<file path="src/design/fpli_pkg.sv">
package fpli_pkg;

    localparam int DATA_WIDTH_DEF = 16;
    localparam int FRAC_BITS_DEF  = 14;

    // layout of the sideband word that rides along the divider
    localparam int FLD_XQ      = 0;
    localparam int FLD_Y2      = 1;
    localparam int FLD_Y1      = 2;
    localparam int FLD_X1      = 3;
    localparam int SIDE_FIELDS = 4;

    localparam int FLAG_QNEG   = 0;
    localparam int FLAG_ZERO   = 1;
    localparam int FLAG_ACTION = 2;
    localparam int SIDE_FLAGS  = 3;

endpackage

</file>
<file path="src/design/fpli_prep.sv">
module fpli_prep #(
    parameter int DW = fpli_pkg::DATA_WIDTH_DEF,
    parameter int F  = fpli_pkg::FRAC_BITS_DEF
) (
    input  logic                                                 clk,
    input  logic                                                 rst_n,
    input  logic                                                 en,
    input  logic                                                 request_valid,
    input  logic                                                 action,
    input  logic signed [DW-1:0]                                 first_x,
    input  logic signed [DW-1:0]                                 second_x,
    input  logic signed [DW-1:0]                                 first_y,
    input  logic signed [DW-1:0]                                 second_y,
    input  logic signed [DW-1:0]                                 query_x,
    output logic                                                 vld,
    output logic [DW-1:0]                                        rem,
    output logic [DW+F-1:0]                                      num,
    output logic [DW-1:0]                                        den,
    output logic [fpli_pkg::SIDE_FIELDS*DW+fpli_pkg::SIDE_FLAGS-1:0] side
);
    import fpli_pkg::*;

    localparam int Q      = DW + F;
    localparam int SIDE_W = SIDE_FIELDS * DW + SIDE_FLAGS;

    logic [DW:0]       dy;
    logic [DW:0]       dx;
    logic [DW:0]       dy_mag;
    logic [DW:0]       dx_mag;
    logic [Q-1:0]      num_next;
    logic [DW-1:0]     den_next;
    logic [SIDE_W-1:0] side_next;
    logic              vld_reg;
    logic [Q-1:0]      num_reg;
    logic [DW-1:0]     den_reg;
    logic [SIDE_W-1:0] side_reg;

    assign dy     = {first_y[DW-1], first_y} - {second_y[DW-1], second_y};
    assign dx     = {first_x[DW-1], first_x} - {second_x[DW-1], second_x};
    assign dy_mag = dy[DW] ? (~dy + 1'b1) : dy;
    assign dx_mag = dx[DW] ? (~dx + 1'b1) : dx;

    assign num_next = {dy_mag[DW-1:0], {F{1'b0}}};
    assign den_next = dx_mag[DW-1:0];

    always_comb
    begin
        side_next                          = '0;
        side_next[FLD_XQ*DW +: DW]         = query_x;
        side_next[FLD_Y2*DW +: DW]         = second_y;
        side_next[FLD_Y1*DW +: DW]         = first_y;
        side_next[FLD_X1*DW +: DW]         = first_x;
        side_next[SIDE_FIELDS*DW+FLAG_QNEG]   = dy[DW] ^ dx[DW];
        side_next[SIDE_FIELDS*DW+FLAG_ZERO]   = (first_x == second_x);
        side_next[SIDE_FIELDS*DW+FLAG_ACTION] = action;
    end

    always_ff @(posedge clk or negedge rst_n)
    begin
        if (!rst_n)
        begin
            vld_reg <= 1'b0;
        end
        else if (en)
        begin
            vld_reg <= request_valid;
        end
    end

    always_ff @(posedge clk)
    begin
        if (en)
        begin
            num_reg  <= num_next;
            den_reg  <= den_next;
            side_reg <= side_next;
        end
    end

    assign vld  = vld_reg;
    assign rem  = '0;
    assign num  = num_reg;
    assign den  = den_reg;
    assign side = side_reg;

endmodule

</file>
<file path="config.mk">
export PLATFORM = sky130hd
export DESIGN_NAME = fpli_prep
export DESIGN_NICKNAME = d
export VERILOG_FILES = /design/src/design/fpli_pkg.sv /design/src/design/fpli_prep.sv
export SDC_FILE = /design/constraint.sdc
export NUM_CORES = 1
export LEC_CHECK = 0
export BUFFER_PORTS_ARGS = -buffer_cell sky130_fd_sc_hd__buf_2
export CAP_MARGIN = 40
export CORE_MARGIN = 1
export CORE_UTILIZATION = 51
export DETAILED_ROUTE_END_ITERATION = 12
export PLACE_DENSITY = 0.82
export SLEW_MARGIN = 20
export SYNTH_ARGS = -nofsm -noshare
export SYNTH_HDL_FRONTEND = slang
export SYNTH_SLANG_ARGS = --single-unit
</file>
<file path="constraint.sdc">
create_clock -name clk -period 0.85 [get_ports clk]
set_clock_uncertainty 0.05 [all_clocks]
set_input_delay 0.17 -clock clk [delete_from_list [all_inputs] [get_ports clk]]
set_output_delay 0.17 -clock clk [all_outputs]
set_load 0.01 [all_outputs]
</file>
==> metrics.cfg <==
[run_status]
violations=negative hold slack, negative setup slack
status=finished, violations left

[sta]
hold_viol=1
max_freq_ghz=0.3410
worst_slack_ns=-2.083
hold_slack_ns=-0.009948
tightestPinTransition_ns=0.8074
rsz0062_at_grt=yes
fin_crit_ns=2.933
drv_slew=0
slew_headroom_pct=45.49
setup_viol=132
min_period_over_period_pct=345.0

[route]
vias_per_cell=5.598
wl_mm=20.47
dr.pass1.iters=7
vias=6051
wl_per_cell_microns=18.93
drc=0
drtIter0Drc=388
drtAntennaViolNets=0

[setup_path]
critPathRequiredTime_ns=0.91
critPathLaunchType=input pin
path_cells=buf_8 -> inv_12 -> ha_4 -> inv_2 -> fa_2 -> a211o_4 -> a211oi_4 -> nor3_2 -> nor3_2 -> o211ai_1 -> nor4_2 -> mux2_2 -> a211oi_2 -> xor2_1
worstPathArrival_ns=2.99
worst-path-buf-inv=3
worst-path-max-fanout=5
critPathCaptureType=flop
path_delay_family=compound AO/OA/AOI/OAI gates
path_class=input pin to flop
crit_path_top_delay_cell=mux2_2
crit_top_cell=nor3_2
slowest_delay_ns=0.38

[placement]
dp_hpwl_mm=12.34
placed_area_sq_mm=0.008269
post-place-ws_ns=-2.564
globalplace.congestion=0.9112
place.port_buffers=184

[finish]
nets=1054
drive_above_1_share_pct=47.97
final_common_cell=buf_2
largest_reg_flops=67
final_cell_mix=buf_2, buf_4, edfxtp_1
stdcell_area_sq_mm=0.009706
syn2layout_area_growth_pct=61.74
n_antenna_cell=0

[clock_tree]
root_buffer=clkbuf_16
cts_buffer_depth=2
cts_hold_buf=63
htreeDepth=3
cts_tree=yes
clk_latency_ns=0.36
clk_pin_slew_ns=0.07
clock-sinks=100
cts_buffers=9

[synthesis]
syn-instance-count=534
synthDistinctLibCells=71
ys.flop_type=edfxtp_1
syn_avg_cell_area_sq_um=11.24
yosysWarnings=0
seq_area_frac_synth_pct=49.96
netlist_area_sq_mm=0.006001
async_flop_share_pct=1.000
synth_seq_cells=100
synth_edf_count=99

[flow_run]
max_cap_violations=0

[floorplan]
start_util_pct=52.55
dieWidth_microns=110.5
core_sq_mm=0.01142
die_area_sq_mm=0.01220
die_h_microns=110.5
ioPinCount=215
num_rows=39

[grt]
grt_util_all_layers_pct=32.52
grt_max_degree=35
grt_pass1_vias=6157
grt_pass1_wl_mm=31.18
antenna_found_initial=0
gr-total-overflow=0

[power]
internal_power_uw=11360
switching_power_uw=5561
power_density_mw_per_mm2=1744
seqPwrFrac_pct=37.9
p_leak_uw=0.004322
p_clk_share_pct=24.7
p_comb_share_pct=37.4
ir_drop_v=0.001949
p_sw_share_pct=32.86

[worst_hold_path]
hp-class=input pin to flop

## final cells by class
class / instances / area (sq um)
Fill cell: 558 / 1713
Tap cell: 143 / 178.9
Sequential cell: 100 / 2998
Clock inverter: 7 / 66.31
Clock buffer: 9 / 225.2
Timing Repair Buffer: 406 / 2919
Inverter: 46 / 215.2
Multi-Input combinational cell: 370 / 3103
## power groups by stage
stage	combinational, uW	sequential [uW]	clock, uW
after global routing	6690	6450	4360
after CTS	5880	6390	4140
after detailed placement	5210	6490	0
after floorplan	2540	6820	0
after global placement	5040	6470	0
final	6330	6410	4180
## metrics by stage
step           hold slack (ns)  total power [uW]  TNS, ns  cells  util (%)
3_5_place_dp           -0.1002             11700   -84.14    986     72.42
5_1_grt              -0.005515             17500   -88.51   1081     85.00
4_1_cts              -0.009026             16400   -83.48   1075     83.74
3_3_place_gp           -0.1051             11510   -81.44    986     72.42
6_report             -0.009948             16920   -83.70   1081     85.00
2_1_floorplan          -0.1756              9359   -57.25    563         -
## cell usage after synthesis, types with 10 or more instances
library cell | instances | area, sq um
edfxtp_1 | 99 | 2973
inv_1 | 46 | 172.7
ha_1 | 34 | 425.4
buf_4 | 33 | 247.7
xnor2_1 | 33 | 289.0
a21oi_1 | 28 | 140.1
nor2_1 | 25 | 93.84
nand2_1 | 19 | 71.32
o21ai_0 | 16 | 80.08
nor3_1 | 14 | 70.07
nand3_1 | 12 | 60.06
a21o_1 | 11 | 82.58
nor2b_1 | 11 | 68.82
xor2_1 | 11 | 96.34
o21a_1 | 10 | 75.07
## path summary, 6_finish.rpt
| path | from | to | slack, ns | cells past startpoint |
|---|---|---|---|---|
| max | first_y[0] | num[29] | -2.08 | 14 |
| min | request_valid | vld | -0.01 | 2 |
| max reg2reg | vld | vld | 0.06 | 1 |
| min reg2reg | vld | vld | 0.47 | 1 |
| max in group asynchronous | rst_n | vld | 0.61 | 2 |
| min in group asynchronous | rst_n | vld | 0.05 | 2 |
## timing repair
action / 4_1_cts / 5_1_grt
setup buffers: 10 / 6
hold endpoints to repair: 64 / 1
pin swaps: 29 / 22
gates cloned: 1 / 0
setup endpoints to repair: 132 / 132
gates resized for setup: 52 / 20
## logic make-up after synthesis
logic type	share of synthesized area, %
buf+inv	8.257
other cells	0.06249
simple gates	11.97
flops	49.96
xor+xnor	6.422
mux	1.084
fa+ha+maj	7.757
compound gates	14.49
## layer usage
metal | part of all wire, % | global-route usage [%]
met1 | 35 | 35.97
met2 | 53 | 60.33
met3 | 7.2 | 5.214
met4 | 4.8 | 15.56
met5 | 0 | 0
Power figures use the tool's default switching activity.
