<file path="src/design/fpli_eval.sv">
module fpli_eval #(
    parameter int DW = 16,
    parameter int F  = 14
) (
    input  logic                 clk,
    input  logic                 rst_n,
    input  logic                 en,
    input  logic                 vld_in,
    input  logic [DW+F-1:0]      quo,
    input  logic                 qneg,
    input  logic                 action,
    input  logic                 zero,
    input  logic signed [DW-1:0] first_x,
    input  logic signed [DW-1:0] first_y,
    input  logic signed [DW-1:0] second_y,
    input  logic signed [DW-1:0] query_x,
    output logic                 vld_out,
    output logic [DW-1:0]        res_y,
    output logic                 res_zero,
    output logic                 res_sat
);

    localparam int Q   = DW + F;
    localparam int LO  = (Q + 1) / 2;
    localparam int HI  = Q - LO;
    localparam int P_W = Q + DW;
    localparam int S_W = P_W - F;
    localparam int T_W = S_W + 1;
    localparam int Y_W = T_W + 2;
    localparam logic [Y_W-1:0] YMAX = {{(Y_W-DW+1){1'b0}}, {(DW-1){1'b1}}};
    localparam logic [Y_W-1:0] YMIN = {{(Y_W-DW+1){1'b1}}, {(DW-1){1'b0}}};

    // stage 1: operand magnitudes
    logic          v1_reg;
    logic [Q-1:0]  a1_reg;
    logic [DW-1:0] mq1_reg, m11_reg;
    logic [DW-1:0] mq1_next, m11_next;
    logic          nq1_reg, n11_reg;
    logic [DW-1:0] y1_1_reg, y2_1_reg;
    logic          act1_reg, zero1_reg;

    // stage 2: partial products
    logic            v2_reg;
    logic [LO+DW-1:0] plq2_reg, pl12_reg, plq2_next, pl12_next;
    logic [HI+DW-1:0] phq2_reg, ph12_reg, phq2_next, ph12_next;
    logic            nq2_reg, n12_reg;
    logic [DW-1:0]   y1_2_reg, y2_2_reg;
    logic            act2_reg, zero2_reg;

    // stage 3: full products
    logic           v3_reg;
    logic [P_W-1:0] pq3_reg, p13_reg, pq3_next, p13_next;
    logic           nq3_reg, n13_reg;
    logic [DW-1:0]  y1_3_reg, y2_3_reg;
    logic           act3_reg, zero3_reg;

    // stage 4: scaled and signed products
    logic           v4_reg;
    logic [T_W-1:0] sq_ext, s1_ext;
    logic [T_W-1:0] tq4_reg, t14_reg, tq4_next, t14_next;
    logic [DW-1:0]  y1_4_reg, y2_4_reg;
    logic           act4_reg, zero4_reg;

    // stage 5: line value and clamp limits
    logic           v5_reg;
    logic [Y_W-1:0] y5_reg, y5_next;
    logic [DW-1:0]  top5_reg, bot5_reg, top5_next, bot5_next;
    logic [DW-1:0]  y1_5_reg;
    logic           act5_reg, zero5_reg;

    // stage 6: clamp and saturate
    logic                  v6_reg;
    logic [DW-1:0]         res6_reg, res6_next;
    logic                  zero6_reg;
    logic                  sat6_reg, sat6_next;
    logic signed [Y_W-1:0] ys, top_ext, bot_ext;

    assign mq1_next = query_x[DW-1] ? (~query_x + 1'b1) : query_x;
    assign m11_next = first_x[DW-1] ? (~first_x + 1'b1) : first_x;

    assign plq2_next = a1_reg[LO-1:0] * mq1_reg;
    assign pl12_next = a1_reg[LO-1:0] * m11_reg;
    assign phq2_next = a1_reg[Q-1:LO] * mq1_reg;
    assign ph12_next = a1_reg[Q-1:LO] * m11_reg;

    assign pq3_next = {{HI{1'b0}}, plq2_reg} + {phq2_reg, {LO{1'b0}}};
    assign p13_next = {{HI{1'b0}}, pl12_reg} + {ph12_reg, {LO{1'b0}}};

    assign sq_ext   = {1'b0, pq3_reg[P_W-1:F]};
    assign s1_ext   = {1'b0, p13_reg[P_W-1:F]};
    assign tq4_next = nq3_reg ? (~sq_ext + 1'b1) : sq_ext;
    assign t14_next = n13_reg ? (~s1_ext + 1'b1) : s1_ext;

    assign y5_next = {{(Y_W-DW){y1_4_reg[DW-1]}}, y1_4_reg}
                   + {{(Y_W-T_W){tq4_reg[T_W-1]}}, tq4_reg}
                   - {{(Y_W-T_W){t14_reg[T_W-1]}}, t14_reg};
    assign top5_next = ($signed(y1_4_reg) > $signed(y2_4_reg)) ? y1_4_reg : y2_4_reg;
    assign bot5_next = ($signed(y1_4_reg) < $signed(y2_4_reg)) ? y1_4_reg : y2_4_reg;

    assign ys      = $signed(y5_reg);
    assign top_ext = $signed({{(Y_W-DW){top5_reg[DW-1]}}, top5_reg});
    assign bot_ext = $signed({{(Y_W-DW){bot5_reg[DW-1]}}, bot5_reg});

    always_comb
    begin
        res6_next = y5_reg[DW-1:0];
        sat6_next = 1'b0;
        priority if (zero5_reg)
        begin
            res6_next = y1_5_reg;
        end
        else if (act5_reg)
        begin
            priority if (ys > top_ext)
            begin
                res6_next = top5_reg;
            end
            else if (ys < bot_ext)
            begin
                res6_next = bot5_reg;
            end
            else
            begin
                res6_next = y5_reg[DW-1:0];
            end
        end
        else
        begin
            priority if (ys > $signed(YMAX))
            begin
                res6_next = YMAX[DW-1:0];
                sat6_next = 1'b1;
            end
            else if (ys < $signed(YMIN))
            begin
                res6_next = YMIN[DW-1:0];
                sat6_next = 1'b1;
            end
            else
            begin
                res6_next = y5_reg[DW-1:0];
            end
        end
    end

    always_ff @(posedge clk or negedge rst_n)
    begin
        if (!rst_n)
        begin
            v1_reg <= 1'b0;
            v2_reg <= 1'b0;
            v3_reg <= 1'b0;
            v4_reg <= 1'b0;
            v5_reg <= 1'b0;
            v6_reg <= 1'b0;
        end
        else if (en)
        begin
            v1_reg <= vld_in;
            v2_reg <= v1_reg;
            v3_reg <= v2_reg;
            v4_reg <= v3_reg;
            v5_reg <= v4_reg;
            v6_reg <= v5_reg;
        end
    end

    always_ff @(posedge clk)
    begin
        if (en)
        begin
            a1_reg    <= quo;
            mq1_reg   <= mq1_next;
            m11_reg   <= m11_next;
            nq1_reg   <= qneg ^ query_x[DW-1];
            n11_reg   <= qneg ^ first_x[DW-1];
            y1_1_reg  <= first_y;
            y2_1_reg  <= second_y;
            act1_reg  <= action;
            zero1_reg <= zero;

            plq2_reg  <= plq2_next;
            pl12_reg  <= pl12_next;
            phq2_reg  <= phq2_next;
            ph12_reg  <= ph12_next;
            nq2_reg   <= nq1_reg;
            n12_reg   <= n11_reg;
            y1_2_reg  <= y1_1_reg;
            y2_2_reg  <= y2_1_reg;
            act2_reg  <= act1_reg;
            zero2_reg <= zero1_reg;

            pq3_reg   <= pq3_next;
            p13_reg   <= p13_next;
            nq3_reg   <= nq2_reg;
            n13_reg   <= n12_reg;
            y1_3_reg  <= y1_2_reg;
            y2_3_reg  <= y2_2_reg;
            act3_reg  <= act2_reg;
            zero3_reg <= zero2_reg;

            tq4_reg   <= tq4_next;
            t14_reg   <= t14_next;
            y1_4_reg  <= y1_3_reg;
            y2_4_reg  <= y2_3_reg;
            act4_reg  <= act3_reg;
            zero4_reg <= zero3_reg;

            y5_reg    <= y5_next;
            top5_reg  <= top5_next;
            bot5_reg  <= bot5_next;
            y1_5_reg  <= y1_4_reg;
            act5_reg  <= act4_reg;
            zero5_reg <= zero4_reg;

            res6_reg  <= res6_next;
            sat6_reg  <= sat6_next;
            zero6_reg <= zero5_reg;
        end
    end

    assign vld_out  = v6_reg;
    assign res_y    = res6_reg;
    assign res_zero = zero6_reg;
    assign res_sat  = sat6_reg;

endmodule

</file>
<file path="config.mk">
export PLATFORM = sky130hd
export DESIGN_NAME = fpli_eval
export DESIGN_NICKNAME = d
export VERILOG_FILES = /design/src/design/fpli_eval.sv
export SDC_FILE = /design/constraint.sdc
export NUM_CORES = 2
export LEC_CHECK = 0
export ABC_CLOCK_PERIOD_IN_PS = 8800
export BUFFER_PORTS_ARGS = -buffer_cell sky130_fd_sc_hd__buf_2
export CAP_MARGIN = 20
export CORE_MARGIN = 2
export CORE_UTILIZATION = 30
export DETAILED_ROUTE_END_ITERATION = 16
export GPL_TIMING_DRIVEN = 0
export PLACE_DENSITY_LB_ADDON = 0.2
export SETUP_SLACK_MARGIN = 0.5
export SLEW_MARGIN = 20
export SYNTH_ARGS = -nofsm -noshare
export SYNTH_HDL_FRONTEND = slang
export SYNTH_SLANG_ARGS = --single-unit
</file>
<file path="constraint.sdc">
create_clock -name clk -period 8.8 [get_ports clk]
set_input_delay 1.32 -clock clk [delete_from_list [all_inputs] [get_ports clk]]
set_output_delay 1.32 -clock clk [all_outputs]
set_load 0.03 [all_outputs]
</file>
==> flow_metrics.tcl <==
set metrics [dict create \
    outcome "complete, no violations" \
    path_clk_slew_ps 60 \
    clk_path_buf_depth 3 \
    synth_top_area_share_pct 28.32 \
    multi_input_area_um2 35660 \
    fmax_mhz 126.9 \
    drv_cap 0 \
    die_area_um2 191900 \
    period_needed_ps 7880 \
    io_pins 120 \
    relSlewSlack_pct 22.77 \
    dp_hpwl_um 134100 \
    synth_ff_type "edfxtp_1" \
    grt_overflow_total 0 \
    synth_top_cell_by_area "edfxtp_1" \
    cts-hold-fix-buffers 0 \
    regArea_um2 16160 \
    tritoncts "built" \
    required_ps 9180 \
    wire_per_inst_um 20.29 \
    wl_um 166200 \
    start_kind "register" \
    cp_max_fo 10 \
    cts_made_buffers 69 \
    holdCritPathClass "reg -> reg" \
    finalSetupViolations 0 \
    max_stage_delay_ps 680 \
    synth.area.top_cells "edfxtp_1 28%, fa_1 27%, ha_1 12%" \
    syn_area_um2 56520 \
    port_buffers 119 \
    cp.arrival_ps 8260 \
    vias_per_cell 4.609 \
    synthToLayoutAreaGrowth_pct 10.95 \
    syn_inst 5436 \
    nNetsFinal 7016 \
    crit_type "reg -> reg" \
    first_iter_violations 2275 \
    worst_pin_slew_ps 1158 \
    core_um2 187400 \
    clock-sinks 539 \
    setup_tns_ps 0 \
    synth_edf_count 533 \
    synthArstFlopShare_pct 1.113 \
    fp-row-count 159 \
    fin_crit_sh_pct 89.54 \
    final_common_cell "inv_1" \
    synth_seq_cells 539 \
    critPathCaptureType "register" \
    crit_chain "clkbuf_1, clkbuf_2, nand2_1, fa_1, fa_1, inv_1, fa_1, fa_1, fa_1, inv_1, fa_1, inv_1, ha_1, nand4_1, nor2_1, o21ai_0, a31oi_1, o211a_1, a41o_1, o21ai_1, nor2b_1, xnor2_1" \
    drc 0 \
    grt_pass1_vias 40280 \
    clk_latency_ps 690 \
    vias 37760 \
    layout_common_cells "1037 x inv_1, 753 x fa_1, 557 x and2_1" \
    antenna_found_initial 19 \
    nFillCells 19250 \
    chipWidth_um 438.1 \
    grt_max_degree 98 \
    fp.dieH_um 438.1 \
    ys_seq_area_share_pct 28.58 \
    grt_pass1_wl_um 251700 \
    yosys_warnings 0 \
    fin_skew_ps 39.90 \
    rsz0062_at_grt "false" \
    yosys.cell_types.count 74 \
    drt_first_pass_iters 5 \
    gp_congestion 0.8969 \
    initial_core_util_pct 30.16 \
    cp_slowest_cell "clkbuf_1" \
    syn_nets 6820 \
    largest_register_ffs 35 \
    layout-drive-gt1-share_pct 4.888 \
    slew_violations 0 \
    htreeDepth 3 \
    cts-root-buf "clkbuf_16" \
    cpMostUsedCell "fa_1" \
    avgSynthCellArea_um2 10.40 \
    hold_violations 0 \
    grt_use_total_pct 17.58 \
    ant_nets 0 \
]
-- metal layers --
metal | share of wire [%] | vias to the layer above | GRT usage [%]
met5 | 0 | - | 0
met4 | 3.7 | 0 | 6.157
met3 | 4.2 | 258 | 2.243
met2 | 49 | 790 | 30.66
met1 | 43 | 18960 | 22.32
li1 | - | 17750 | -
-- cell usage after synthesis (all sizes together), types with 18 or more instances --
master	n
ha	530
a211oi	32
fa	753
o21a	24
and3	27
nand4	31
inv	1041
edfxtp	533
nand2	551
xnor2	201
nor2b	32
or3	23
and2	557
mux2i	26
a21o	57
o21ai	143
xor2	59
nor2	134
o31ai	27
nand3	52
a21oi	143
clkbuf	212
nand2b	25
nor4	18
nor3	25
-- critical path, delay by kind of cell (launching register included) --
kind,cells,cell delay [ps]
XOR/XNOR,1,440
AO/OA/AOI/OAI,5,1470
buffers and inverters,5,1340
flip-flops,1,440
adder cells (fa/ha/maj),7,3330
AND/OR/NAND/NOR,4,540
-- final cells by class --
cell class                      instances  share of cell area (%)
Multi-Input combinational cell       3640                   56.86
Antenna cell                           10                 0.03991
Timing Repair Buffer                  125                   1.203
Buffer                                215                   1.303
Sequential cell                       539                   25.76
Inverter                             1042                   6.237
Clock inverter                         43                  0.7462
Clock buffer                           83                   2.871
Tap cell                             2495                   4.978
-- worst paths after layout --
kind | startpoint | end | slack [ps] | depth (start not counted)
worst max register to register | mq1_reg[0] | plq2_reg[30] | 920 | 22
min in group asynchronous | rst_n | v3_reg | 470 | 1
max in group asynchronous | rst_n | v1_reg | 8190 | 1
worst min-delay path | y2_2_reg[9] | y2_3_reg[9] | 400 | 0
worst min register to register | y2_2_reg[9] | y2_3_reg[9] | 400 | 0
worst max-delay path | mq1_reg[0] | plq2_reg[30] | 920 | 22
-- logic make-up after synthesis --
kind of cell               synth area share [%]
AOI/OAI and AO/OA                         6.083
and+or+nand+nor                           13.77
xor gates and xnor gates                  4.029
buffers and inverters                     8.355
adders and majority gates                 38.40
DFF                                       28.58
muxes                                    0.7792
-- through the flow --
| stage | instances | worst slack [ps] | utilization (%) | hold WS [ps] | area [um^2] |
|---|---|---|---|---|---|
| global route | 8184 | 573.5 | 33.45 | 419.1 | 62690 |
| finish | 8192 | 920.3 | 33.46 | 402.1 | 62710 |
| CTS | 8181 | 548.3 | 33.44 | 403.3 | 62670 |
| global placement | 8050 | -2434 | 32.14 | 402.2 | 60240 |
| detailed placement | 8055 | 331.9 | 32.23 | 404.5 | 60400 |
| floorplan | 5436 | 2389 | - | 400.3 | 56520 |
-- what timing repair did --
action,4_1_cts,5_1_grt
resized for setup,1,9
setup endpoints to repair,2,4
setup buffers,0,0
cloned,0,0
Power is left out: the tool's default activity adds up to more than one toggle a clock period on the data nets, which glitch-free logic cannot reach.
