[src/design/fpli_div_stage.sv]
module fpli_div_stage #(
    parameter int DW     = 16,
    parameter int Q      = 30,
    parameter int SIDE_W = 67
) (
    input  logic              clk,
    input  logic              rst_n,
    input  logic              en,
    input  logic              vld_in,
    input  logic [DW-1:0]     rem_in,
    input  logic [Q-1:0]      num_in,
    input  logic [DW-1:0]     den_in,
    input  logic [SIDE_W-1:0] side_in,
    output logic              vld_out,
    output logic [DW-1:0]     rem_out,
    output logic [Q-1:0]      num_out,
    output logic [DW-1:0]     den_out,
    output logic [SIDE_W-1:0] side_out
);

    logic [DW:0]       trial;
    logic [DW:0]       diff;
    logic              fits;
    logic [DW-1:0]     rem_next;
    logic [Q-1:0]      num_next;
    logic              vld_reg;
    logic [DW-1:0]     rem_reg;
    logic [Q-1:0]      num_reg;
    logic [DW-1:0]     den_reg;
    logic [SIDE_W-1:0] side_reg;

    // one restoring step: quotient bit shifts in where the dividend bit left
    assign trial    = {rem_in, num_in[Q-1]};
    assign diff     = trial - {1'b0, den_in};
    assign fits     = (trial >= {1'b0, den_in});
    assign rem_next = fits ? diff[DW-1:0] : trial[DW-1:0];
    assign num_next = {num_in[Q-2:0], fits};

    always_ff @(posedge clk or negedge rst_n)
    begin
        if (!rst_n)
        begin
            vld_reg <= 1'b0;
        end
        else if (en)
        begin
            vld_reg <= vld_in;
        end
    end

    always_ff @(posedge clk)
    begin
        if (en)
        begin
            rem_reg  <= rem_next;
            num_reg  <= num_next;
            den_reg  <= den_in;
            side_reg <= side_in;
        end
    end

    assign vld_out  = vld_reg;
    assign rem_out  = rem_reg;
    assign num_out  = num_reg;
    assign den_out  = den_reg;
    assign side_out = side_reg;

endmodule

[config.mk]
export PLATFORM = sky130hd
export DESIGN_NAME = fpli_div_stage
export DESIGN_NICKNAME = d
export VERILOG_FILES = /design/src/design/fpli_div_stage.sv
export SDC_FILE = /design/constraint.sdc
export NUM_CORES = 1
export LEC_CHECK = 0
export ABC_AREA = 1
export BUFFER_PORTS_ARGS = -buffer_cell sky130_fd_sc_hd__buf_4
export CAP_MARGIN = 0
export CELL_PAD_IN_SITES_DETAIL_PLACEMENT = 0
export CELL_PAD_IN_SITES_GLOBAL_PLACEMENT = 1
export CORE_UTILIZATION = 35
export CTS_CLUSTER_SIZE = 14
export DETAILED_ROUTE_END_ITERATION = 10
export PLACE_DENSITY_LB_ADDON = 0.05
export SYNTH_ARGS = -nofsm -noshare
export SYNTH_HDL_FRONTEND = slang
export SYNTH_SLANG_ARGS = --single-unit
[constraint.sdc]
create_clock -name clk -period 0.8 [get_ports clk]
set_input_delay 0.12 -clock clk [delete_from_list [all_inputs] [get_ports clk]]
set_output_delay 0.12 -clock clk [all_outputs]
set_load 0.01 [all_outputs]
==> results of run 1 <==
-- worst max-delay path, delay by kind of cell --
kind,cells,cell delay (ns)
adders and majority gates,1,0.15
and+or+nand+nor,7,0.87
buffers and inverters,3,0.29
-- per-layer routing --
metal / up-vias / GRT usage
met4: 0 / 0.0999
li1: 2244 / -
met2: 161 / 0.392
met3: 25 / 0.0576
met5: - / 0
met1: 2178 / 0.248
-- placed cells by master (no fill, tap or decap), types with 4 or more instances in the layout --
cell type      instances
nand2_2               28
buf_4                175
nor2_2                 6
xor2_1                 5
inv_2                  9
nor2_1                10
nand3_2                8
edfxtp_1             129
nand2_4               10
nand4_1                4
buf_12                 5
a21oi_1                8
ha_4                  14
clkbuf_16             17
nand3_1                9
inv_1                 48
nand2_1               83
dlygate4sd3_1        124
buf_6                123
-- power breakdown --
part | total, mW | leakage (nW) | switching, mW | internal [mW]
clock | 7.84 | 0.286 | 2.97 | 4.87
sequential | 8.49 | 1.27 | 0.287 | 8.21
combinational | 4.55 | 3.17 | 1.90 | 2.65
total | 20.9 | 4.73 | 5.16 | 15.7
-- sequential cells by signal (all words and copies together), names as in the netlist --
register and flops:
vld_out 1, rem_out 16, num_out 30, den_out 16
side_out 67
-- timing repair --
item	CTS	global route
gates resized for setup	105	92
hold buffers	124	0
hold endpoints to repair	124	0
setup buffers	1	2
pin swaps	9	14
cloned	1	0
endpoints found under the setup margin	147	147
-- metrics by stage --
| stage | hold slack (ns) | instances | area [µm²] |
|---|---|---|---|
| final | 0.0232 | 1042 | 10600 |
| after global placement | -0.104 | 883 | 8000 |
| after global routing | 0.0126 | 1042 | 10600 |
| after detailed placement | -0.100 | 883 | 8000 |
| after CTS | 0.00397 | 1040 | 10200 |
| after floorplan | -0.176 | 400 | 5490 |
-- cell families (layout without fill, tap and decap cells) --
kind of cell / Yosys count / in the layout
AO/OA/AOI/OAI: 12 / 12
XOR/XNOR: 6 / 6
adder cells (fa/ha/maj): 17 / 17
buffers and inverters: 63 / 521
flip-flops: 130 / 130
multiplexers: 1 / 1
AND/OR/NAND/NOR: 171 / 171
-- worst max path at each step --
stage / startpoint / depth (start not counted) / slack (ns) / endpoint
after floorplan: den_in[4] / 14 / -0.68 / rem_out[13]
after global placement: den_in[14] / 12 / -1.05 / rem_out[11]
after detailed placement: den_in[14] / 12 / -1.06 / rem_out[11]
after CTS: den_in[8] / 14 / -0.52 / rem_out[10]
after global routing: den_in[14] / 12 / -0.53 / rem_out[8]
final: den_in[15] / 11 / -0.47 / rem_out[8]
-- layout make-up --
type,count,area (µm²),area share
Timing Repair Buffer,430,4100,0.387
Multi-Input combinational cell,207,1520,0.143
Inverter,60,250,0.0236
Sequential cell,130,3900,0.368
Clock buffer,17,425,0.0402
Tap cell,184,230,0.0218
Clock inverter,14,163,0.0154
==> flow_summary.ini, run 1 <==
[layout]
nNetsFinal = 996
final_core_utilization = 0.725
drive_gt1_frac = 0.498
synthToLayoutAreaGrowth_pct = 101
n_antenna_cell = 0
nFillCells = 954

[place]
post-dp-hpwl_um = 11500
globalplace.congestion = 0.785
port_buffers = 262
pre_cts_ws_ns = -1.06

[setup_path]
reg2reg_from = vld_out
r2r_slack_ns = 0.04
worstPathCellList = buf_4, inv_1, ha_4, or2_2, nor2_2, nand2_2, nor2_4, nand2_8, buf_12, nand3_2, nand2_1
cp_slowest_stage_delay_ns = 0.27
cp-end-kind = register
critPathKind = in2reg
critPathRequiredTime_ns = 0.97
critPathLaunchType = primary input
crit_fanout = 6
r2r_end = vld_out
cp.arrival_ns = 1.44
crit_slowest_cell = or2_2
r2r_cells = 1

[timing]
timing.final.crit_share = 1.58
worst_pin_slew_ns = 0.236
layout_min_cycle_time_ns = 1.27
skew_ns = 0
setup_tns_ns = -40.77
setup_ws_ns = -0.467
slew_violations = 0
fmax_mhz = 789
slew_headroom = 0.842
rsz0062_at_grt = true
setup_viol = 147
hold_viol_final = 0

[clock_tree]
cts_root_buffer = clkbuf_16
cts_max_level = 4
clk_path_buf_depth = 2
path_clk_slew_ns = 0.06
cts_buffers = 17
tritoncts = yes
clock_latency_ns = 0.41
clock-sinks = 130

[global_route]
grt_antenna_before_repair = 0
grt_pass1_vias = 4762
grt.overflow.total = 0
grt_pass1_wl_um = 25800
grtUsageTotal = 0.221
grt_max_degree = 42

[floorplan]
num_rows = 44
core_area_um2 = 14600
die_y_um = 125
die_area_um2 = 15500
start_util = 0.361
io_pins = 263
die_x_um = 125

[synth]
syn_avg_cell_area_um2 = 13.2
synth_ff_type = edfxtp_1
ys_seq_elements = 130
synth-edff-count = 129
syn-instance-count = 400
synth_area_leaders = edfxtp_1 (74%), nand2_1 (7.8%), inv_1 (4.1%), ha_1 (3.8%), nand2_2 (1.4%)
synth-seq-area-share = 0.740
synth-warning-count = 0
synthAdderAreaFrac = 0.0418
synth_nets = 550
async_flop_share = 0.00769
synth_top_family_by_area = simple AND/OR/NAND/NOR gates
synth_simple_gate_area_frac = 0.144
yosys-top-cells-count = edfxtp_1 (129), nand2_1 (110), inv_1 (58)
synthDominantCellAreaShare = 0.736
synth_mux_area_frac = 0.00214
synth_area_um2 = 5270
ys_types = 26
yosysMostFrequentCell = edfxtp_1
synth_xor_area_frac = 0.00998
yosys.area.top_type = edfxtp_1
synth_compound_area_frac = 0.0119

[pwr]
p_per_area_nw_per_um2 = 1970
vdd_ir_drop_max_mv = 1.38
p_leak_nw = 4.73
p_total_mw = 20.9

[detailed_routing]
wl_met1_um = 6720
avgRoutedWirePerCell_um = 16.9
wl_um = 17600
ant_nets = 0
top_layer_used = met4
routed-wl-met2_um = 9440
wl_met3_um = 1030
viasPerCell = 4.42
dr.pass1.iters = 4
drtIter0Drc = 233
remaining_drc_errors = 0
via_count = 4608

[status]
status = finished, violations left
violations = setup timing

[min_path]
min_to = rem_out[3]
worstHoldStart = rem_in[2]
min_delay_path_depth = 3
worstHoldPathType = in2reg

[flow_run]
maxCapViolCount = 0
(Power assumes the default switching activity.)
==> inputs of run 2 (changes only) <==
--- a/config.mk
+++ b/config.mk
@@ -6,13 +6,14 @@
 export NUM_CORES = 1
 export LEC_CHECK = 0
 export ABC_AREA = 1
-export BUFFER_PORTS_ARGS = -buffer_cell sky130_fd_sc_hd__buf_4
 export CAP_MARGIN = 0
 export CELL_PAD_IN_SITES_DETAIL_PLACEMENT = 0
 export CELL_PAD_IN_SITES_GLOBAL_PLACEMENT = 1
-export CORE_UTILIZATION = 35
+export CORE_UTILIZATION = 47
 export CTS_CLUSTER_SIZE = 14
 export DETAILED_ROUTE_END_ITERATION = 10
+export DONT_BUFFER_PORTS = 1
+export GPL_ROUTABILITY_DRIVEN = 0
 export PLACE_DENSITY_LB_ADDON = 0.05
 export SYNTH_ARGS = -nofsm -noshare
 export SYNTH_HDL_FRONTEND = slang
==> flow_summary.ini, run 2 <==
[status]
status = stopped before the end
stop_stage = clock tree synthesis
stop_error = [ERROR RSZ-0060] Max buffer count reached.

[synth]
synth_area_um2 = 5270
yosys-top-cells-count = edfxtp_1 (129), nand2_1 (110), inv_1 (58)
ys_types = 26
ys_seq_elements = 130
syn_avg_cell_area_um2 = 13.2
synth_nets = 550
yosys.area.top_type = edfxtp_1
synth_ff_type = edfxtp_1
syn-instance-count = 400
synth-edff-count = 129
synth-warning-count = 0
yosysMostFrequentCell = edfxtp_1
async_flop_share = 0.00769
synthDominantCellAreaShare = 0.736
synth-seq-area-share = 0.740
synth_area_leaders = edfxtp_1 (74%), nand2_1 (7.8%), inv_1 (4.1%), ha_1 (3.8%), nand2_2 (1.4%)

[floorplan]
io_pins = 263
die_x_um = 108
num_rows = 38
start_util = 0.484
die_y_um = 108

[place]
post-dp-hpwl_um = 8670
dp_cells = 578
pre_cts_ws_ns = -0.862
port_buffers = 0

[clock_tree]
cts_setup_buffers = 12
clk_path_buf_depth = 2
cts_buffers = 17
post_cts_resized = 54
hold_buffers = 125
cts_max_level = 4
clock-sinks = 130
cts_root_buffer = clkbuf_8
-- run 2: cells by family after synthesis --
| group | count (synthesis) | share of synthesized area |
|---|---|---|
| AND/OR/NAND/NOR | 171 | 0.144 |
| flip-flops | 130 | 0.740 |
| buffers and inverters | 63 | 0.0501 |
| adder cells (fa/ha/maj) | 17 | 0.0418 |
| AO/OA/AOI/OAI | 12 | 0.0119 |
| XOR/XNOR | 6 | 0.00998 |
| multiplexers | 1 | 0.00214 |
-- run 2: metrics by stage --
stage / util / setup TNS (ns) / area [µm²]
after detailed placement: 0.545 / -14.11 / 5930
after global placement: 0.545 / -13.69 / 5930
after floorplan: - / -10.76 / 5490
==> inputs of run 3 (changes only) <==
==> config.mk (replaced) <==
export PLATFORM = sky130hd
export DESIGN_NAME = fpli_div_stage
export DESIGN_NICKNAME = d
export VERILOG_FILES = /design/src/design/fpli_div_stage.sv
export SDC_FILE = /design/constraint.sdc
export NUM_CORES = 1
export LEC_CHECK = 0
export ABC_AREA = 1
export CAP_MARGIN = 0
export CORE_UTILIZATION = 40
export DETAILED_ROUTE_END_ITERATION = 10
export DONT_BUFFER_PORTS = 1
export GPL_ROUTABILITY_DRIVEN = 0
export PLACE_DENSITY_LB_ADDON = 0.15
export SYNTH_ARGS = -nofsm -noshare
export SYNTH_HDL_FRONTEND = slang
export SYNTH_SLANG_ARGS = --single-unit
==> flow_summary.ini, run 3 <==
[synth]
synth-seq-area-share = 0.740
ys_types = 26
synth_area_um2 = 5270
synth-edff-count = 129
yosysMostFrequentCell = edfxtp_1
async_flop_share = 0.00769
synth_ff_type = edfxtp_1
yosys.area.top_type = edfxtp_1
ys_seq_elements = 130
yosys-top-cells-count = edfxtp_1 (129), nand2_1 (110), inv_1 (58)
synth-warning-count = 0
synthDominantCellAreaShare = 0.736
syn_avg_cell_area_um2 = 13.2
synth_area_leaders = edfxtp_1 (74%), nand2_1 (7.8%), inv_1 (4.1%), ha_1 (3.8%), nand2_2 (1.4%)
syn-instance-count = 400
synth_nets = 550

[clock_tree]
clk_path_buf_depth = 2
clock-sinks = 130
hold_buffers = 130
cts_max_level = 4
cts_buffers = 17
post_cts_resized = 37
cts_setup_buffers = 2
cts_root_buffer = clkbuf_16

[floorplan]
num_rows = 41
start_util = 0.414
die_y_um = 117
io_pins = 263
die_x_um = 117

[status]
stop_error = [ERROR RSZ-0060] Max buffer count reached.
stop_stage = clock tree synthesis
status = stopped before the end

[place]
port_buffers = 0
dp_cells = 613
post-dp-hpwl_um = 9110
-- run 3: cell counts after synthesis --
No cell type changed its count.
-- run 3: kinds of logic after synthesis --
logic type | share of synthesized area
simple gates | 0.144
compound gates | 0.0119
fa+ha+maj | 0.0418
xor+xnor | 0.00998
flops | 0.740
mux | 0.00214
buf+inv | 0.0501
-- run 3: through the flow --
stage | setup slack [ns] | area, µm² | TNS (ns) | util
2_1_floorplan | -0.681 | 5490 | -10.76 | -
3_3_place_gp | -0.840 | 5990 | -13.19 | 0.471
3_5_place_dp | -0.845 | 5990 | -13.35 | 0.471
