### src/design/fpli_skid.sv
module fpli_skid #(
    parameter int DW = 16
) (
    input  logic          clk,
    input  logic          rst_n,
    input  logic          pipe_vld,
    input  logic [DW-1:0] pipe_y,
    input  logic          pipe_zero,
    input  logic          pipe_sat,
    input  logic          result_stall,
    output logic          en,
    output logic          result_valid,
    output logic [DW-1:0] result_y,
    output logic          zero_span,
    output logic          saturated
);

    logic          out_vld_reg, out_vld_next;
    logic [DW-1:0] out_y_reg;
    logic          out_zero_reg, out_sat_reg;
    logic          skid_vld_reg, skid_vld_next;
    logic [DW-1:0] skid_y_reg;
    logic          skid_zero_reg, skid_sat_reg;
    logic          arrive;
    logic          take;
    logic          load_out_pipe;
    logic          load_out_skid;
    logic          load_skid;

    assign en     = !skid_vld_reg;
    assign arrive = pipe_vld && en;
    assign take   = out_vld_reg && !result_stall;

    assign load_out_pipe = arrive && (!out_vld_reg || take);
    assign load_skid     = arrive && out_vld_reg && !take;
    assign load_out_skid = take && skid_vld_reg;

    always_comb
    begin
        out_vld_next  = out_vld_reg;
        skid_vld_next = skid_vld_reg;
        priority if (load_out_pipe || load_out_skid)
        begin
            out_vld_next = 1'b1;
        end
        else if (take)
        begin
            out_vld_next = 1'b0;
        end
        else
        begin
            out_vld_next = out_vld_reg;
        end
        priority if (load_skid)
        begin
            skid_vld_next = 1'b1;
        end
        else if (load_out_skid)
        begin
            skid_vld_next = 1'b0;
        end
        else
        begin
            skid_vld_next = skid_vld_reg;
        end
    end

    always_ff @(posedge clk or negedge rst_n)
    begin
        if (!rst_n)
        begin
            out_vld_reg  <= 1'b0;
            skid_vld_reg <= 1'b0;
        end
        else
        begin
            out_vld_reg  <= out_vld_next;
            skid_vld_reg <= skid_vld_next;
        end
    end

    always_ff @(posedge clk)
    begin
        if (load_out_skid)
        begin
            out_y_reg    <= skid_y_reg;
            out_zero_reg <= skid_zero_reg;
            out_sat_reg  <= skid_sat_reg;
        end
        else if (load_out_pipe)
        begin
            out_y_reg    <= pipe_y;
            out_zero_reg <= pipe_zero;
            out_sat_reg  <= pipe_sat;
        end
        if (load_skid)
        begin
            skid_y_reg    <= pipe_y;
            skid_zero_reg <= pipe_zero;
            skid_sat_reg  <= pipe_sat;
        end
    end

    assign result_valid = out_vld_reg;
    assign result_y     = out_y_reg;
    assign zero_span    = out_zero_reg;
    assign saturated    = out_sat_reg;

endmodule

### config.mk
export PLATFORM = sky130hd
export DESIGN_NAME = fpli_skid
export DESIGN_NICKNAME = d
export VERILOG_FILES = /design/src/design/fpli_skid.sv
export SDC_FILE = /design/constraint.sdc
export NUM_CORES = 1
export LEC_CHECK = 0
export BUFFER_PORTS_ARGS = -buffer_cell sky130_fd_sc_hd__buf_2
export CAP_MARGIN = 10
export CELL_PAD_IN_SITES_DETAIL_PLACEMENT = 1
export CELL_PAD_IN_SITES_GLOBAL_PLACEMENT = 1
export CORE_MARGIN = 3
export CORE_UTILIZATION = 45
export DETAILED_ROUTE_END_ITERATION = 8
export PLACE_DENSITY = 0.85
export SLEW_MARGIN = 10
export SYNTH_ARGS = -nofsm -noshare
export SYNTH_HDL_FRONTEND = slang
export SYNTH_SLANG_ARGS = --single-unit
export TNS_END_PERCENT = 30
### constraint.sdc
create_clock -name clk -period 7.6 [get_ports clk]
set_input_delay 0.76 -clock clk [delete_from_list [all_inputs] [get_ports clk]]
set_output_delay 0.76 -clock clk [all_outputs]
set_load 0.02 [all_outputs]
==> results by group, run 1 <==
Run status
  – Status: completed

Clock network
  – PostCTS Resize Cnt: 0
  – TritonCTS clock tree: done
  – Root buf cell: clkbuf_4
  – Clk_lat worst skew: 0.33 ns
  – CTS Hold Bufs: 0
  – Setup repair bufs after CTS: 0
  – CTS clock-pin slew for the worst setup and hold paths: 0.09 ns
  – CTS buffer count: 5
  – Htree depth: 2
  – CTS max path bufs: 2
  – Clk sinks: 38

Floorplan
  – # rows: 20
  – Die H: 62.8 µm
  – Core Box Area: 3080 µm²
  – Top Ports: 42
  – Die area: 3950 µm²
  – Initial Utilization: 47.2%
  – Width of the die: 62.8 µm

Timing
  – Setup TNS: 0 ns
  – Hold slack: 0.206 ns
  – Final period util: 24.5%
  – RSZ-0062 raised after global routing: no
  – Final Hold Fails: 0
  – Slew HR: 34.3%
  – Worst Skew: 0.0176 ns
  – Worst-margin pin slew: 0.980 ns
  – Fin crit period: 1.86 ns
  – Pins Over Slew Limit: 0
  – Setup violations, final: 0
  – Max Freq: 537 MHz

GRT
  – Gr ovfl total: 0
  – Met1 Use GR: 15.3%
  – Met2 usage: 24.6%
  – Grt met3 use: 4.32%
  – Vias in the first global route: 810
  – Gr usage total: 14.1%
  – Grt peak-use layer: met2
  – First-pass GRT wire length: 4060 µm
  – Antenna violations before repair: 0
  – Pin count of the biggest net entering global routing: 19

Setup path
  – CP peak stage delay: 0.79 ns
  – Setup crit end kind: flop
  – Critical-path top delay cell: a21boi_2
  – Setup Crit Path Kind: reg -> reg
  – Crit path buf inv count: 0
  – Worst EP arrival: 1.81 ns
  – CP required: 7.55 ns
  – Flop-to-flop setup slack: 5.74 ns
  – Worst-path fanout max: 18
  – CP delay by family, top: compound AO/OA/AOI/OAI gates
  – Crit-path cells: nand2b_1 > a21boi_2
  – Worst setup SP type: flop

Worst hold path
  – Worst hold path type: in -> async

Route
  – Vias/cell: 4.64
  – WL per Instance: 15.4 µm
  – Initial DRC count: 17
  – First-pass DRT Iterations: 4
  – Post-route ant nets: 0
  – Final WL: 2500 µm
  – Drt drc: 0
  – Vias: 751

Power
  – Pint: 0.432 mW
  – Power per Cell Area: 350 nW/µm²
  – P_sw: 0.195 mW
  – PnR Total Power: 0.627 mW
  – Combinational share of power: 28.4%
  – Reg power frac: 50.7%
  – Clk pwr share: 21.0%
  – Max IR drop VDD: 235 µV
  – Net Sw Frac: 31.1%
  – P_leak: 0.736 nW

Layout
  – Layout area overhead: 23.1%
  – Final std cells w/o fill: 162
  – # diodes: 0
  – Final Util: 58.1%
  – Ratio of cells with drive above 1 in the final layout: 57.6%
  – Final net count: 139

Logic synthesis
  – Synth unique cells: 13
  – Synth warnings: 0
  – Syn nets: 91
  – Register area share after synthesis: 77.8%
  – Seq cells post-synth: 38
  – Mapped cell area: 1450 µm²
  – Synth Instances: 69
  – Syn avg cell area: 21.1 µm²

Place
  – Inst Count DP: 154
  – Routability cong.: 0.688
  – PortBufs: 41
  – Post-DP HPWL: 1830 µm

Job
  – Max-capacitance violation count: 0
[area by class of cell]
type,count,area [µm²]
tap,44,55.1
multi-input combinational,28,308
clock buffer,7,45.0
fill,317,1290
clock inverter,1,30.0
sequential,38,1130
inverter,2,7.51
timing repair buffer,42,213
[logic make-up after synthesis]
logic type	after synthesis	synth area share, %
AOI/OAI and AO/OA	4	1.55
buffers and inverters	3	1.29
DFF	38	77.8
muxes	18	16.5
and+or+nand+nor	6	2.84
[path summary, 6_finish.rpt]
check | from | depth (start not counted) | end
worst max register to register | skid_vld_reg | 2 | result_y[4]
worst min register to register | skid_y_reg[15] | 1 | result_y[15]
worst min-delay path | rst_n | 1 | result_valid
min in group clk | skid_y_reg[15] | 1 | result_y[15]
max in group asynchronous | rst_n | 1 | skid_vld_reg
worst max-delay path | skid_vld_reg | 2 | result_y[4]
[metrics by stage]
stage | worst slack (ns) | cell area, µm²
detailed placement | 5.42 | 1710
finish | 5.74 | 1790
floorplan | 4.96 | 1450
CTS | 5.70 | 1790
global route | 5.56 | 1790
global placement | 5.52 | 1710
[cells in the final DEF, fill, tap and decap left out]
| cell type | synthesis | layout |
|---|---|---|
| a21boi_2 | 0 | 1 |
| a21oi_1 | 2 | 2 |
| buf_2 | 0 | 41 |
| buf_4 | 0 | 1 |
| bufinv_16 | 0 | 1 |
| clkbuf_1 | 0 | 2 |
| clkbuf_4 | 0 | 5 |
| dfrtp_1 | 2 | 2 |
| edfxtp_1 | 36 | 36 |
| inv_1 | 2 | 2 |
| mux2_2 | 8 | 8 |
| mux2_4 | 10 | 10 |
| nand2_1 | 3 | 3 |
| nand2b_1 | 1 | 1 |
| nand3b_4 | 1 | 1 |
| nor2_1 | 1 | 1 |
| o21ai_0 | 1 | 1 |
[per-layer routing]
layer / up-vias / wire, µm
li1: 362 / -
met1: 359 / 932
met2: 25 / 1400
met3: 5 / 132
met4: 0 / 41
met5: - / 0
[cell usage after synthesis]
master / count / area [µm²]
nand2_1: 3 / 11.3
o21ai_0: 1 / 5.00
edfxtp_1: 36 / 1080
a21oi_1: 2 / 10.0
dfrtp_1: 2 / 50.1
mux2_4: 10 / 150
buf_6: 1 / 11.3
a21boi_0: 1 / 7.51
nor2_1: 1 / 3.75
nand3b_4: 1 / 20.0
mux2_2: 8 / 90.1
inv_1: 2 / 7.51
nand2b_1: 1 / 6.26
[power by group through the flow]
stage,registers (mW),clock network [mW],logic [mW]
after floorplan,0.370,0,0.0742
after global placement,0.320,0,0.174
after detailed placement,0.322,0,0.181
after CTS,0.318,0.136,0.182
after global routing,0.324,0.144,0.193
final,0.317,0.131,0.178
(Power assumes the default switching activity.)
==> run 2: changes to the inputs <==
Settings changed: ABC_AREA from default to 1, CORE_UTILIZATION 45 to 36, PLACE_DENSITY 0.85 to 0.76.
Clock period 7.6 ns to 1.66 ns, I/O delays scaled along.
==> results by group, run 2 <==
Floorplan
  – Core Box Area: 3850 µm²
  – Top Ports: 42
  – Die H: 70.7 µm
  – Die area: 5000 µm²
  – Width of the die: 70.7 µm
  – # rows: 22
  – Initial Utilization: 39.2%

Clock network
  – Clk_lat worst skew: 0.28 ns
  – Clk sinks: 38
  – TritonCTS clock tree: done
  – CTS buffer count: 5
  – Htree depth: 2
  – CTS clock-pin slew for the worst setup and hold paths: 0.07 ns
  – Root buf cell: clkbuf_8
  – CTS max path bufs: 2
  – Setup repair bufs after CTS: 0

Power
  – Clk pwr share: 19.9%
  – Power per Cell Area: 1560 nW/µm²
  – Net Sw Frac: 34.4%
  – Max IR drop VDD: 887 µV
  – PnR Total Power: 2.90 mW
  – P_sw: 1.00 mW
  – P_leak: 0.787 nW
  – Pint: 1.90 mW
  – Combinational share of power: 32.4%
  – Reg power frac: 47.7%

Logic synthesis
  – Commonest cells in the netlist: nand2_1, edfxtp_1, nand4_1, buf_4, nand3_1
  – Ys async rst share: 5.26%
  – EDFF count, synth: 36
  – Syn nets: 134
  – Synth warnings: 0
  – Top FF cell, synth: edfxtp_1
  – Main area contributors after synthesis: edfxtp_1, nand2_1, nand4_1, dfrtp_1, buf_4
  – Seq cells post-synth: 38
  – Synth Instances: 112
  – Most common cell in the netlist: nand2_1
  – Leading area contributor after synthesis: edfxtp_1
  – Syn avg cell area: 13.5 µm²
  – Mapped cell area: 1510 µm²
  – Synth unique cells: 14
  – Register area share after synthesis: 75.0%
  – Synth top area share: 71.6%

GRT
  – Pin count of the biggest net entering global routing: 21
  – Gr usage total: 14.0%
  – First-pass GRT wire length: 5440 µm
  – Gr ovfl total: 0
  – Vias in the first global route: 1107
  – Antenna violations before repair: 0

Setup path
  – Setup crit end kind: flop
  – CP peak stage delay: 0.40 ns
  – Worst-path fanout max: 14
  – R2R Path Start: result_valid
  – Most used cell, CP: nand2_1
  – Worst EP arrival: 1.39 ns
  – Worst-case reg-to-reg path depth: 4
  – CP required: 1.65 ns
  – Worst Setup SP: result_valid
  – Critical-path top delay cell: dfrtp_1
  – Setup Crit Path Kind: reg -> reg
  – Worst setup SP type: flop
  – Crit-path cells: nand2_1 > nand3_1 > nand2_1 > buf_12

Layout
  – Ratio of cells with drive above 1 in the final layout: 35.0%
  – # diodes: 0
  – Multi-input logic area: 304 µm²
  – Commonest cells after routing, fill and taps aside: buf_2, nand2_1, edfxtp_1
  – Final net count: 182
  – Post-route cell area: 1860 µm²
  – Fillers: 437
  – Sequential Area: 1130 µm²
  – Layout area overhead: 23.2%
  – Commonest non-fill, non-tap cell in the layout: buf_2
  – Final std cells w/o fill: 208

Route
  – WL per Instance: 15.9 µm
  – First-pass DRT Iterations: 4
  – Initial DRC count: 96
  – Drt drc: 0
  – Final WL: 3320 µm
  – Vias/cell: 5.06
  – Vias: 1053
  – Post-route ant nets: 0

Timing
  – Fin crit period: 1.40 ns
  – Worst-margin pin slew: 0.272 ns
  – Worst Skew: 0.00160 ns
  – Setup TNS: 0 ns
  – Slew HR: 81.8%
  – Pins Over Slew Limit: 0
  – RSZ-0062 raised after global routing: no
  – Final period util: 84.1%
  – Final worst setup slack: 0.264 ns
  – Setup violations, final: 0
  – Max Freq: 716 MHz
  – Final Hold Fails: 0

Worst hold path
  – Min-delay src: pipe_y[1]
  – Hold depth: 1
  – Worst hold path type: in -> reg

Place
  – Inst Count DP: 200
  – Routability cong.: 0.727
  – Placed instance area: 1770 µm²
  – PortBufs: 41
  – Setup WS pre-CTS: 0.257 ns
  – Post-DP HPWL: 2330 µm

Job
  – Max-capacitance violation count: 0

Run status
  – Status: completed
## run 2: changes by cell type after synthesis, sizes merged, moves of 2 or more
cell    delta
a21oi      -2
mux2      -18
clkbuf     +2
nand4     +18
nand3      +3
nand2     +38
buf        +5
## run 2: final cells by class
cell class / count / share of cell area (%)
clock buffers: 7 / 4.10
inverters: 2 / 0.404
multi-input cells: 64 / 16.4
flip-flops and latches: 38 / 60.8
well taps: 48 / 3.23
repair buffers: 49 / 15.1
## run 2: worst paths after layout
path	endpoint	slack (ns)
min reg2reg	result_y[9]	0.57
min in group asynchronous	skid_vld_reg	0.21
max in group asynchronous	result_valid	1.36
min	skid_y_reg[1]	0.07
max	result_y[14]	0.26
max reg2reg	result_y[14]	0.26
## run 2: kinds of logic (layout without fill, tap and decap cells)
kind of cell | Yosys count | after routing | synth area share (%)
AND/OR/NAND/NOR | 63 | 63 | 19.1
buffers and inverters | 10 | 58 | 5.39
AO/OA/AOI/OAI | 1 | 1 | 0.581
flip-flops | 38 | 38 | 75.0
## run 2: layer usage
| layer | share of wire, % | vias up | GRT usage (%) | wire (µm) |
|---|---|---|---|---|
| li1 | - | 499 | - | - |
| met1 | 42 | 513 | 17.1 | 1390 |
| met2 | 51 | 37 | 23.1 | 1690 |
| met3 | 6.6 | 4 | 5.11 | 219 |
| met4 | 0.42 | 0 | 4.38 | 14 |
| met5 | 0 | - | 0 | 0 |
## run 2: critical path: cells and delay by family (launching register included)
kind / cells / cell delay [ns]
buffers and inverters: 1 / 0.19
flip-flops: 1 / 0.40
AND/OR/NAND/NOR: 3 / 0.52
## run 2: through the flow
stage	hold slack [ns]	util, %
final	0.0735	48.2
after global placement	-0.0464	46.0
after CTS	0.0629	48.2
after detailed placement	-0.0418	46.0
after global routing	0.0558	48.2
after floorplan	-0.130	-
## run 2: power by group through the flow
stage               Sequential (mW)  Combinational, mW  Clock, mW
floorplan                      1.59              0.415          0
global placement               1.40              0.914          0
detailed placement             1.40              0.946          0
CTS                            1.39              0.952      0.604
global route                   1.40               1.02      0.650
finish                         1.39              0.939      0.578
## run 2: timing repair
item,CTS,global route
gates resized for setup,0,0
hold endpoints to repair,2,0
hold buffers,1,0
